### src/hdl/fsp_pkg.sv
// Shared codes, field widths and controller/datapath interface types for the frame slot pool.
package fsp_pkg;

  // Field widths fixed by the command and result formats.
  localparam int CMD_W    = 2;
  localparam int SLOT_W   = 4;
  localparam int STATUS_W = 3;
  localparam int FRAME_W  = 48;
  localparam int DROP_W   = 32;

  // Command codes.
  localparam logic [CMD_W-1:0] CMD_STORE   = 2'd0;
  localparam logic [CMD_W-1:0] CMD_ACQUIRE = 2'd1;
  localparam logic [CMD_W-1:0] CMD_RELEASE = 2'd2;

  // Result status codes.
  localparam logic [STATUS_W-1:0] ST_STORED    = 3'd0;
  localparam logic [STATUS_W-1:0] ST_DROPPED   = 3'd1;
  localparam logic [STATUS_W-1:0] ST_ACQUIRED  = 3'd2;
  localparam logic [STATUS_W-1:0] ST_NONE      = 3'd3;
  localparam logic [STATUS_W-1:0] ST_RELEASED  = 3'd4;
  localparam logic [STATUS_W-1:0] ST_BAD_SLOT  = 3'd5;
  localparam logic [STATUS_W-1:0] ST_UNDERFLOW = 3'd6;

  // Saturation limits.
  localparam logic [FRAME_W-1:0] FRAME_MAX = {FRAME_W{1'b1}};
  localparam logic [DROP_W-1:0]  DROP_MAX  = {DROP_W{1'b1}};

  // Commands from the controller to the datapath.
  typedef struct packed {
    logic capture;
    logic scan_step;
    logic commit;
  } fsp_ctrl_t;

  // Status from the datapath to the controller.
  typedef struct packed {
    logic scan_hit;
    logic scan_last;
    logic out_busy;
  } fsp_stat_t;

endpackage

### src/hdl/fsp_ctrl.sv
// Controller state machine that sequences command capture, slot scan and result commit.
module fsp_ctrl import fsp_pkg::*; (
  input  logic             clk_i,
  input  logic             rst_ni,
  input  logic             in_valid_i,
  input  logic [CMD_W-1:0] in_command_i,
  output logic             in_stall_o,
  input  fsp_stat_t        stat_i,
  output fsp_ctrl_t        ctrl_o
);

  localparam logic [1:0] STATE_IDLE = 2'd0;
  localparam logic [1:0] STATE_SCAN = 2'd1;
  localparam logic [1:0] STATE_EXEC = 2'd2;

  logic [1:0] state_q, state_d;
  logic       accept;
  logic       scan_done;

  // New commands are taken only while no command is in progress.
  assign in_stall_o = (state_q != STATE_IDLE);
  assign accept     = in_valid_i && !in_stall_o;
  assign scan_done  = stat_i.scan_hit || stat_i.scan_last;

  // Next state and datapath commands.
  always_comb begin
    state_d          = state_q;
    ctrl_o.capture   = accept;
    ctrl_o.scan_step = 1'b0;
    ctrl_o.commit    = 1'b0;
    case (state_q)
      STATE_IDLE: begin
        if (accept) begin
          case (in_command_i)
            CMD_STORE:   state_d = STATE_SCAN;
            CMD_ACQUIRE: state_d = STATE_EXEC;
            CMD_RELEASE: state_d = STATE_EXEC;
            default:     state_d = STATE_IDLE;
          endcase
        end
      end
      STATE_SCAN: begin
        if (!scan_done) begin
          ctrl_o.scan_step = 1'b1;
        end else if (!stat_i.out_busy) begin
          ctrl_o.commit = 1'b1;
          state_d       = STATE_IDLE;
        end
      end
      STATE_EXEC: begin
        if (!stat_i.out_busy) begin
          ctrl_o.commit = 1'b1;
          state_d       = STATE_IDLE;
        end
      end
      default: state_d = STATE_IDLE;
    endcase
  end

  // State register.
  always_ff @(posedge clk_i or negedge rst_ni) begin
    if (!rst_ni) begin
      state_q <= STATE_IDLE;
    end else begin
      state_q <= state_d;
    end
  end

endmodule

### src/hdl/fsp_datapath.sv
// Datapath holding the slot table, latest-frame state, drop counter and result register.
module fsp_datapath import fsp_pkg::*; #(
  parameter int SLOTS    = 4,
  parameter int REF_BITS = 8
) (
  input  logic                clk_i,
  input  logic                rst_ni,
  input  logic [CMD_W-1:0]    in_command_i,
  input  logic [SLOT_W-1:0]   in_release_slot_i,
  input  fsp_ctrl_t           ctrl_i,
  output fsp_stat_t           stat_o,
  output logic                out_valid_o,
  input  logic                out_stall_i,
  output logic [STATUS_W-1:0] out_status_o,
  output logic [SLOT_W-1:0]   out_slot_o,
  output logic [FRAME_W-1:0]  out_frame_number_o,
  output logic [DROP_W-1:0]   out_dropped_total_o
);

  localparam int IDX_W = $clog2(SLOTS);
  localparam logic [IDX_W-1:0]    LAST_IDX = IDX_W'(SLOTS - 1);
  localparam logic [REF_BITS-1:0] REF_MAX  = {REF_BITS{1'b1}};

  // Slot table.
  logic                slot_ready_q [SLOTS];
  logic [REF_BITS-1:0] slot_refs_q  [SLOTS];
  logic [FRAME_W-1:0]  slot_frame_q [SLOTS];

  // Pool state.
  logic               latest_valid_q;
  logic [IDX_W-1:0]   latest_index_q;
  logic [FRAME_W-1:0] latest_frame_q;
  logic [DROP_W-1:0]  drop_count_q;

  // Captured transaction and scan position.
  logic [CMD_W-1:0]  cmd_q;
  logic [SLOT_W-1:0] rel_q;
  logic [IDX_W-1:0]  ptr_q;
  logic [IDX_W-1:0]  cnt_q;

  // Result register.
  logic                out_valid_q;
  logic [STATUS_W-1:0] out_status_q;
  logic [SLOT_W-1:0]   out_slot_q;
  logic [FRAME_W-1:0]  out_frame_q;
  logic [DROP_W-1:0]   out_drop_q;

  logic [IDX_W-1:0]    rd_idx;
  logic                rd_ready;
  logic [REF_BITS-1:0] rd_refs;
  logic [FRAME_W-1:0]  rd_frame;
  logic [FRAME_W-1:0]  next_frame;
  logic [DROP_W-1:0]   drop_inc;
  logic                rel_bad;
  logic                acq_ok;

  // The single table read port follows the command in progress.
  always_comb begin
    case (cmd_q)
      CMD_STORE:   rd_idx = ptr_q;
      CMD_ACQUIRE: rd_idx = latest_index_q;
      default:     rd_idx = rel_q[IDX_W-1:0];
    endcase
  end

  assign rd_ready = slot_ready_q[rd_idx];
  assign rd_refs  = slot_refs_q[rd_idx];
  assign rd_frame = slot_frame_q[rd_idx];

  // Saturating next frame number and drop count, and command checks.
  assign next_frame = (latest_frame_q == FRAME_MAX) ? FRAME_MAX : latest_frame_q + 1'b1;
  assign drop_inc   = (drop_count_q == DROP_MAX) ? DROP_MAX : drop_count_q + 1'b1;
  assign rel_bad    = (int'(rel_q) >= SLOTS);
  assign acq_ok     = latest_valid_q && (latest_frame_q != '0) && rd_ready
                      && (rd_frame == latest_frame_q);

  assign stat_o.scan_hit  = (rd_refs == '0);
  assign stat_o.scan_last = (cnt_q == LAST_IDX);
  assign stat_o.out_busy  = out_valid_q && out_stall_i;

  // Capture of the accepted transaction and the ring scan position.
  always_ff @(posedge clk_i or negedge rst_ni) begin
    if (!rst_ni) begin
      cmd_q <= CMD_STORE;
      rel_q <= '0;
      ptr_q <= '0;
      cnt_q <= '0;
    end else if (ctrl_i.capture) begin
      cmd_q <= in_command_i;
      rel_q <= in_release_slot_i;
      cnt_q <= '0;
      if (!latest_valid_q) begin
        ptr_q <= '0;
      end else if (latest_index_q == LAST_IDX) begin
        ptr_q <= '0;
      end else begin
        ptr_q <= latest_index_q + 1'b1;
      end
    end else if (ctrl_i.scan_step) begin
      cnt_q <= cnt_q + 1'b1;
      ptr_q <= (ptr_q == LAST_IDX) ? '0 : ptr_q + 1'b1;
    end
  end

  // Slot table and pool state updates on commit.
  always_ff @(posedge clk_i or negedge rst_ni) begin
    if (!rst_ni) begin
      for (int i = 0; i < SLOTS; i++) begin
        slot_ready_q[i] <= 1'b0;
        slot_refs_q[i]  <= '0;
      end
      latest_valid_q <= 1'b0;
      latest_index_q <= '0;
      latest_frame_q <= '0;
      drop_count_q   <= '0;
    end else if (ctrl_i.commit) begin
      case (cmd_q)
        CMD_STORE: begin
          if (stat_o.scan_hit) begin
            slot_ready_q[rd_idx] <= 1'b1;
            latest_valid_q       <= 1'b1;
            latest_index_q       <= rd_idx;
            latest_frame_q       <= next_frame;
          end else begin
            drop_count_q <= drop_inc;
          end
        end
        CMD_ACQUIRE: begin
          if (acq_ok && rd_refs != REF_MAX) begin
            slot_refs_q[rd_idx] <= rd_refs + 1'b1;
          end
        end
        CMD_RELEASE: begin
          if (!rel_bad && rd_refs != '0) begin
            slot_refs_q[rd_idx] <= rd_refs - 1'b1;
          end
        end
        default: ;
      endcase
    end
  end

  // Frame numbers held by the slots; read only once the slot has been stored.
  always_ff @(posedge clk_i) begin
    if (ctrl_i.commit && cmd_q == CMD_STORE && stat_o.scan_hit) begin
      slot_frame_q[rd_idx] <= next_frame;
    end
  end

  // Result valid flag.
  always_ff @(posedge clk_i or negedge rst_ni) begin
    if (!rst_ni) begin
      out_valid_q <= 1'b0;
    end else if (ctrl_i.commit) begin
      out_valid_q <= 1'b1;
    end else if (!out_stall_i) begin
      out_valid_q <= 1'b0;
    end
  end

  // Result payload.
  always_ff @(posedge clk_i) begin
    if (ctrl_i.commit) begin
      out_slot_q  <= '0;
      out_frame_q <= '0;
      out_drop_q  <= drop_count_q;
      case (cmd_q)
        CMD_STORE: begin
          if (stat_o.scan_hit) begin
            out_status_q <= ST_STORED;
            out_slot_q   <= SLOT_W'(rd_idx);
            out_frame_q  <= next_frame;
          end else begin
            out_status_q <= ST_DROPPED;
            out_drop_q   <= drop_inc;
          end
        end
        CMD_ACQUIRE: begin
          if (acq_ok) begin
            out_status_q <= ST_ACQUIRED;
            out_slot_q   <= SLOT_W'(rd_idx);
            out_frame_q  <= latest_frame_q;
          end else begin
            out_status_q <= ST_NONE;
          end
        end
        default: begin
          if (rel_bad) begin
            out_status_q <= ST_BAD_SLOT;
          end else if (rd_refs == '0) begin
            out_status_q <= ST_UNDERFLOW;
          end else begin
            out_status_q <= ST_RELEASED;
          end
        end
      endcase
    end
  end

  assign out_valid_o         = out_valid_q;
  assign out_status_o        = out_status_q;
  assign out_slot_o          = out_slot_q;
  assign out_frame_number_o  = out_frame_q;
  assign out_dropped_total_o = out_drop_q;

endmodule

### src/hdl/frame_slot_pool_manager.sv
// Top level of the reference-counted frame slot pool: controller plus datapath.
//
//   Channel  Dir  Handshake                 Fields
//   in       in   in_valid_i, in_stall_o    command, release_slot
//   out      out  out_valid_o, out_stall_i  status, slot, frame_number, dropped_total
//
// A store reads k slots in the ring scan (1 to SLOTS) before its result is registered;
// acquire and release register theirs without a scan.
// The next transaction can be taken once a result is registered, so transactions
// never overlap. Unknown commands are dropped at once.
// Reset clears the slot ready flags and reference counts, latest slot, frame number and drop counter at once.
// The input stalls while a transaction is in progress; a waiting result holds the
// commit of the next one until the output side takes it.
module frame_slot_pool_manager import fsp_pkg::*; #(
  parameter int SLOTS    = 4,
  parameter int REF_BITS = 8
) (
  input  logic                clk_i,
  input  logic                rst_ni,
  input  logic                in_valid_i,
  output logic                in_stall_o,
  input  logic [CMD_W-1:0]    in_command_i,
  input  logic [SLOT_W-1:0]   in_release_slot_i,
  output logic                out_valid_o,
  input  logic                out_stall_i,
  output logic [STATUS_W-1:0] out_status_o,
  output logic [SLOT_W-1:0]   out_slot_o,
  output logic [FRAME_W-1:0]  out_frame_number_o,
  output logic [DROP_W-1:0]   out_dropped_total_o
);

  fsp_ctrl_t ctrl;
  fsp_stat_t stat;

  // Command sequencing.
  fsp_ctrl u_ctrl (
    .clk_i        (clk_i),
    .rst_ni       (rst_ni),
    .in_valid_i   (in_valid_i),
    .in_command_i (in_command_i),
    .in_stall_o   (in_stall_o),
    .stat_i       (stat),
    .ctrl_o       (ctrl)
  );

  // Slot table and result register.
  fsp_datapath #(
    .SLOTS    (SLOTS),
    .REF_BITS (REF_BITS)
  ) u_datapath (
    .clk_i               (clk_i),
    .rst_ni              (rst_ni),
    .in_command_i        (in_command_i),
    .in_release_slot_i   (in_release_slot_i),
    .ctrl_i              (ctrl),
    .stat_o              (stat),
    .out_valid_o         (out_valid_o),
    .out_stall_i         (out_stall_i),
    .out_status_o        (out_status_o),
    .out_slot_o          (out_slot_o),
    .out_frame_number_o  (out_frame_number_o),
    .out_dropped_total_o (out_dropped_total_o)
  );

endmodule
### config.mk
export PLATFORM = sky130hd
export DESIGN_NAME = frame_slot_pool_manager
export DESIGN_NICKNAME = d
export VERILOG_FILES = /design/src/hdl/fsp_pkg.sv /design/src/hdl/fsp_ctrl.sv /design/src/hdl/fsp_datapath.sv /design/src/hdl/frame_slot_pool_manager.sv
export SDC_FILE = /design/constraint.sdc
export NUM_CORES = 1
export LEC_CHECK = 0
export ABC_AREA = 1
export BUFFER_PORTS_ARGS = -buffer_cell sky130_fd_sc_hd__buf_2
export CORE_ASPECT_RATIO = 1.75
export CORE_MARGIN = 2
export CORE_UTILIZATION = 55
export DETAILED_ROUTE_END_ITERATION = 8
export PLACE_DENSITY = 0.73
export REMOVE_ABC_BUFFERS = 1
export SYNTH_ARGS = -nofsm -noshare
export SYNTH_HDL_FRONTEND = slang
export SYNTH_SLANG_ARGS = --single-unit
### constraint.sdc
create_clock -name clk_i -period 11 [get_ports clk_i]
set_input_delay 1.1 -clock clk_i [delete_from_list [all_inputs] [get_ports clk_i]]
set_output_delay 1.1 -clock clk_i [all_outputs]
set_load 0.01 [all_outputs]
==> flow_results.xml <==
<?xml version="1.0" encoding="UTF-8"?>
<metrics>
  <group name="run_status">
    <metric name="result_of_the_run" unit="">finished clean</metric>
  </group>
  <group name="critical_path">
    <metric name="crit_path_max_incr_delay" unit="ns">0.66</metric>
    <metric name="cp_data_arrival_time" unit="ns">7.16</metric>
    <metric name="criticalPathCategory" unit="">reg2reg</metric>
    <metric name="worst_path_most_repeated_cell" unit="">sky130_fd_sc_hd__buf_4</metric>
    <metric name="cp-end-kind" unit="">flop</metric>
    <metric name="critical_path_cell_sequence" unit="">inv_1 &gt; ha_1 &gt; inv_2 &gt; nand2_2 &gt; nand3_1 &gt; o21ai_4 &gt; buf_4 &gt; nor2_2 &gt; a22oi_1 &gt; nand2_1 &gt; nor2_2 &gt; ha_1 &gt; nand3_1 &gt; nor2_1 &gt; nand3_2 &gt; buf_4 &gt; nor2_4 &gt; buf_4 &gt; inv_2 &gt; nor2_8 &gt; buf_4 &gt; nand2_1 &gt; nor2_4 &gt; buf_4</metric>
    <metric name="crit_path_start_kind" unit="">flop</metric>
    <metric name="cpMaxStageDelayCell" unit="">sky130_fd_sc_hd__buf_4</metric>
    <metric name="worst-endpoint-required" unit="ns">11.17</metric>
    <metric name="path_max_fanout" unit="">83</metric>
  </group>
  <group name="finish">
    <metric name="post_route_cells_drive_above_1_share" unit="%">9.02</metric>
    <metric name="layout.core_utilization" unit="%">61.4</metric>
    <metric name="sequential_cell_area" unit="um^2">11600</metric>
    <metric name="antenna_cells" unit="">0</metric>
    <metric name="final.fill_count" unit="">3255</metric>
    <metric name="syn_to_final_growth" unit="%">10.1</metric>
    <metric name="final-instance-count-excl-fill" unit="">2948</metric>
    <metric name="nNetsFinal" unit="">2471</metric>
    <metric name="multiInputGateArea" unit="um^2">7880</metric>
  </group>
  <group name="die">
    <metric name="design.die.area" unit="um^2">38900</metric>
    <metric name="core_region_area" unit="um^2">36800</metric>
    <metric name="die_width" unit="um">150</metric>
    <metric name="die_y" unit="um">259</metric>
    <metric name="initial_utilization" unit="%">55.7</metric>
    <metric name="placement_rows" unit="">93</metric>
    <metric name="pin_count" unit="">99</metric>
  </group>
  <group name="global_route">
    <metric name="grt_usage" unit="%">29.6</metric>
    <metric name="grt_start_max_net_pins" unit="">91</metric>
    <metric name="grt_antenna_before_repair" unit="">0</metric>
    <metric name="vias_in_the_first_global_route" unit="">16700</metric>
    <metric name="wire_length_of_the_first_global_routing_pass" unit="um">89100</metric>
    <metric name="grt.overflow.total" unit="">0</metric>
  </group>
  <group name="sta">
    <metric name="rsz0062_at_grt" unit="">no</metric>
    <metric name="fmax" unit="GHz">0.143</metric>
    <metric name="timing_worst_slew_pin_value" unit="ns">1.25</metric>
    <metric name="fin_crit" unit="ns">6.99</metric>
    <metric name="tns" unit="ns">0</metric>
    <metric name="slew_violations" unit="">0</metric>
    <metric name="hold_violations" unit="">0</metric>
    <metric name="finClkSkew" unit="ns">0.0278</metric>
    <metric name="layout_worst_path_cycle_share" unit="%">63.5</metric>
    <metric name="setup_viol_count_final" unit="">0</metric>
    <metric name="worst_slew_margin_rel" unit="%">16.4</metric>
  </group>
  <group name="worst_hold_path">
    <metric name="min_path_type" unit="">reg2reg</metric>
  </group>
  <group name="clock_network">
    <metric name="clockBufferDepth" unit="">3</metric>
    <metric name="h-tree-depth" unit="">2</metric>
    <metric name="cts_made_buffers" unit="">38</metric>
    <metric name="numClockSinks" unit="">409</metric>
    <metric name="cts_hold_repair.buffers" unit="">0</metric>
    <metric name="ctsResizeCount" unit="">0</metric>
    <metric name="post-cts-setup-buffer-count" unit="">0</metric>
    <metric name="worstSkewPairLatency" unit="ns">0.55</metric>
    <metric name="cts_clk_pin_slew_worst_paths" unit="ns">0.07</metric>
    <metric name="tritoncts_clock_tree" unit="">built</metric>
    <metric name="cts.root.buffer_cell" unit="">sky130_fd_sc_hd__clkbuf_16</metric>
  </group>
  <group name="power">
    <metric name="max-vdd-ir-drop" unit="mV">0.212</metric>
    <metric name="sequentialPowerShare" unit="%">32.8</metric>
    <metric name="p_sw" unit="uW">3720</metric>
    <metric name="proportion_of_power_drawn_by_the_clock_network" unit="%">18.0</metric>
    <metric name="switching_share" unit="%">47.9</metric>
    <metric name="static_leakage" unit="uW">0.00964</metric>
    <metric name="power_density" unit="nW/um^2">345</metric>
    <metric name="power.share.combinational" unit="%">49.2</metric>
    <metric name="power_report.internal_total" unit="uW">4060</metric>
  </group>
  <group name="synthesis">
    <metric name="ys_seq_area_share" unit="%">56.7</metric>
    <metric name="synth.area.top_cells" unit="">sky130_fd_sc_hd__edfxtp_1, sky130_fd_sc_hd__nand2_1, sky130_fd_sc_hd__dfrtp_1, sky130_fd_sc_hd__o21ai_0, sky130_fd_sc_hd__nand3_1</metric>
    <metric name="ys_async_sr_fraction" unit="%">32.3</metric>
    <metric name="synth-warning-count" unit="">0</metric>
    <metric name="ys_types" unit="">44</metric>
    <metric name="avgSynthCellArea" unit="um^2">8.62</metric>
    <metric name="synthDominantAreaCellType" unit="">sky130_fd_sc_hd__edfxtp_1</metric>
    <metric name="dominantRegCellSynth" unit="">sky130_fd_sc_hd__edfxtp_1</metric>
    <metric name="synth_seq_cells" unit="">409</metric>
    <metric name="synthMostInstantiatedCell" unit="">sky130_fd_sc_hd__nand2_1</metric>
    <metric name="yosys.area.top_type_share" unit="%">40.6</metric>
    <metric name="synthCells" unit="">2379</metric>
    <metric name="number_of_enable_flip_flop_cells_after_synthesis" unit="">277</metric>
    <metric name="synth_commonest_cells" unit="">sky130_fd_sc_hd__nand2_1, sky130_fd_sc_hd__edfxtp_1, sky130_fd_sc_hd__o21ai_0, sky130_fd_sc_hd__nor2_1, sky130_fd_sc_hd__inv_1</metric>
    <metric name="synth_area" unit="um^2">20500</metric>
  </group>
  <group name="run">
    <metric name="max-cap-violations" unit="">0</metric>
  </group>
  <group name="routing">
    <metric name="drt_first_iter_violations" unit="">1337</metric>
    <metric name="post_drt_via_cell_ratio" unit="">5.69</metric>
    <metric name="route.detailed.wl_per_inst" unit="um">19.2</metric>
    <metric name="routed_wirelength" unit="um">56500</metric>
    <metric name="final_antenna_net_count" unit="">0</metric>
    <metric name="detailedRoute.firstPassIterationCount" unit="">5</metric>
    <metric name="vias" unit="">16800</metric>
    <metric name="detail_route.drc_violations" unit="">0</metric>
  </group>
  <group name="placed_design">
    <metric name="port_buffers" unit="">96</metric>
    <metric name="hpwlAfterDp" unit="um">39300</metric>
    <metric name="place.gp.congestion" unit="">0.992</metric>
    <metric name="placed_cells" unit="">2879</metric>
  </group>
</metrics>
==> registers in the layout, indices dropped and copies added, names as in the netlist <==
name and cells:
u_datapath.cmd_q 2, u_datapath.rel_q 4, u_datapath.out_status_o 3, u_datapath.ptr_q 2, u_datapath.slot_frame_q 192, u_ctrl.state_q 2, u_datapath.latest_frame_q 48, u_datapath.slot_refs_q 32
u_datapath.out_dropped_total_o 32, u_datapath.latest_valid_q 1, u_datapath.out_valid_o 1, u_datapath.cnt_q 2, u_datapath.out_frame_number_o 48, u_datapath.drop_count_q 32, u_datapath.slot_ready_q 4, u_datapath.latest_index_q 2
u_datapath.out_slot_o 2
==> final cells by class <==
class,instances,area share (%)
Sequential cell,409,51.5
Timing Repair Buffer,112,2.69
Inverter,149,2.49
Tap cell,475,2.63
Clock buffer,47,4.54
Clock inverter,22,1.28
Multi-Input combinational cell,1734,34.9
==> placed cells by master, fill, tap and decap left out, types with 7 or more instances in the layout <==
cell type,count
sky130_fd_sc_hd__nor4_1,15
sky130_fd_sc_hd__clkinv_2,8
sky130_fd_sc_hd__edfxtp_1,277
sky130_fd_sc_hd__nand2_1,997
sky130_fd_sc_hd__a21oi_1,7
sky130_fd_sc_hd__nand3_1,130
sky130_fd_sc_hd__nor2_2,7
sky130_fd_sc_hd__buf_2,95
sky130_fd_sc_hd__nand3_2,8
sky130_fd_sc_hd__ha_1,17
sky130_fd_sc_hd__o21ai_0,185
sky130_fd_sc_hd__o211ai_1,9
sky130_fd_sc_hd__clkbuf_16,39
sky130_fd_sc_hd__nor3_1,47
sky130_fd_sc_hd__inv_1,143
sky130_fd_sc_hd__xor2_1,39
sky130_fd_sc_hd__dfrtp_1,132
sky130_fd_sc_hd__nand4_1,69
sky130_fd_sc_hd__or2_2,13
sky130_fd_sc_hd__nor2_1,147
sky130_fd_sc_hd__buf_4,16
==> kinds of logic after synthesis <==
| family | count (synthesis) | share of synthesized area [%] |
|---|---|---|
| xor+xnor | 41 | 1.75 |
| simple gates | 1455 | 29.6 |
| compound gates | 219 | 5.62 |
| fa+ha+maj | 17 | 1.04 |
| flops | 409 | 56.7 |
| buf+inv | 237 | 5.24 |
| other cells | 1 | 0.0183 |
==> routing by layer <==
layer / vias to the layer above / wire, um / track usage, %
met5: - / 0 / 0
met4: 0 / 3880 / 18.3
li1: 8016 / - / -
met1: 7952 / 20000 / 32.8
met3: 206 / 2740 / 3.23
met2: 600 / 29900 / 53.5
==> power groups by stage <==
stage	clock network [uW]	logic (uW)	registers, uW
4_1_cts	1420	3820	2540
3_3_place_gp	0	3710	2560
5_1_grt	1470	4290	2590
6_report	1400	3830	2550
3_5_place_dp	0	3790	2570
2_1_floorplan	0	2470	2550
==> stage by stage <==
step / total power, uW / instance area [um^2] / hold WS, ns / setup WS, ns
after floorplan: 5020 / 20000 / 0.424 / 1.82
after global placement: 6270 / 21300 / 0.445 / 4.23
after detailed placement: 6350 / 21300 / 0.453 / 4.04
after CTS: 7780 / 22600 / 0.472 / 4.00
after global routing: 8350 / 22600 / 0.484 / 3.51
final: 7780 / 22600 / 0.469 / 4.01
==> path summary, 6_finish.rpt <==
| path | start | slack, ns | cells past startpoint | to |
|---|---|---|---|---|
| worst min register to register | u_datapath.slot_ready_q[3]$_DFFE_PN0P_ | 0.47 | 1 | u_datapath.slot_ready_q[3]$_DFFE_PN0P_ |
| max in group asynchronous | rst_ni | 9.00 | 2 | u_datapath.slot_refs_q[8]$_DFFE_PN0P_ |
| worst min-delay path | u_datapath.slot_ready_q[3]$_DFFE_PN0P_ | 0.47 | 1 | u_datapath.slot_ready_q[3]$_DFFE_PN0P_ |
| worst max-delay path | u_datapath.cmd_q[1]$_DFFE_PN0P_ | 4.01 | 24 | u_datapath.slot_frame_q[1][7]$_DFFE_PP_ |
| min in group asynchronous | rst_ni | 0.57 | 1 | u_datapath.drop_count_q[18]$_DFFE_PN0N_ |
| worst max register to register | u_datapath.cmd_q[1]$_DFFE_PN0P_ | 4.01 | 24 | u_datapath.slot_frame_q[1][7]$_DFFE_PP_ |
==> critical path: cells and delay by family (launching register included) <==
kind | cells | cell delay (ns)
AO/OA/AOI/OAI | 2 | 0.34
adder cells (fa/ha/maj) | 2 | 0.60
buffers and inverters | 8 | 3.05
flip-flops | 1 | 0.43
AND/OR/NAND/NOR | 12 | 2.14
(Power assumes the default switching activity.)
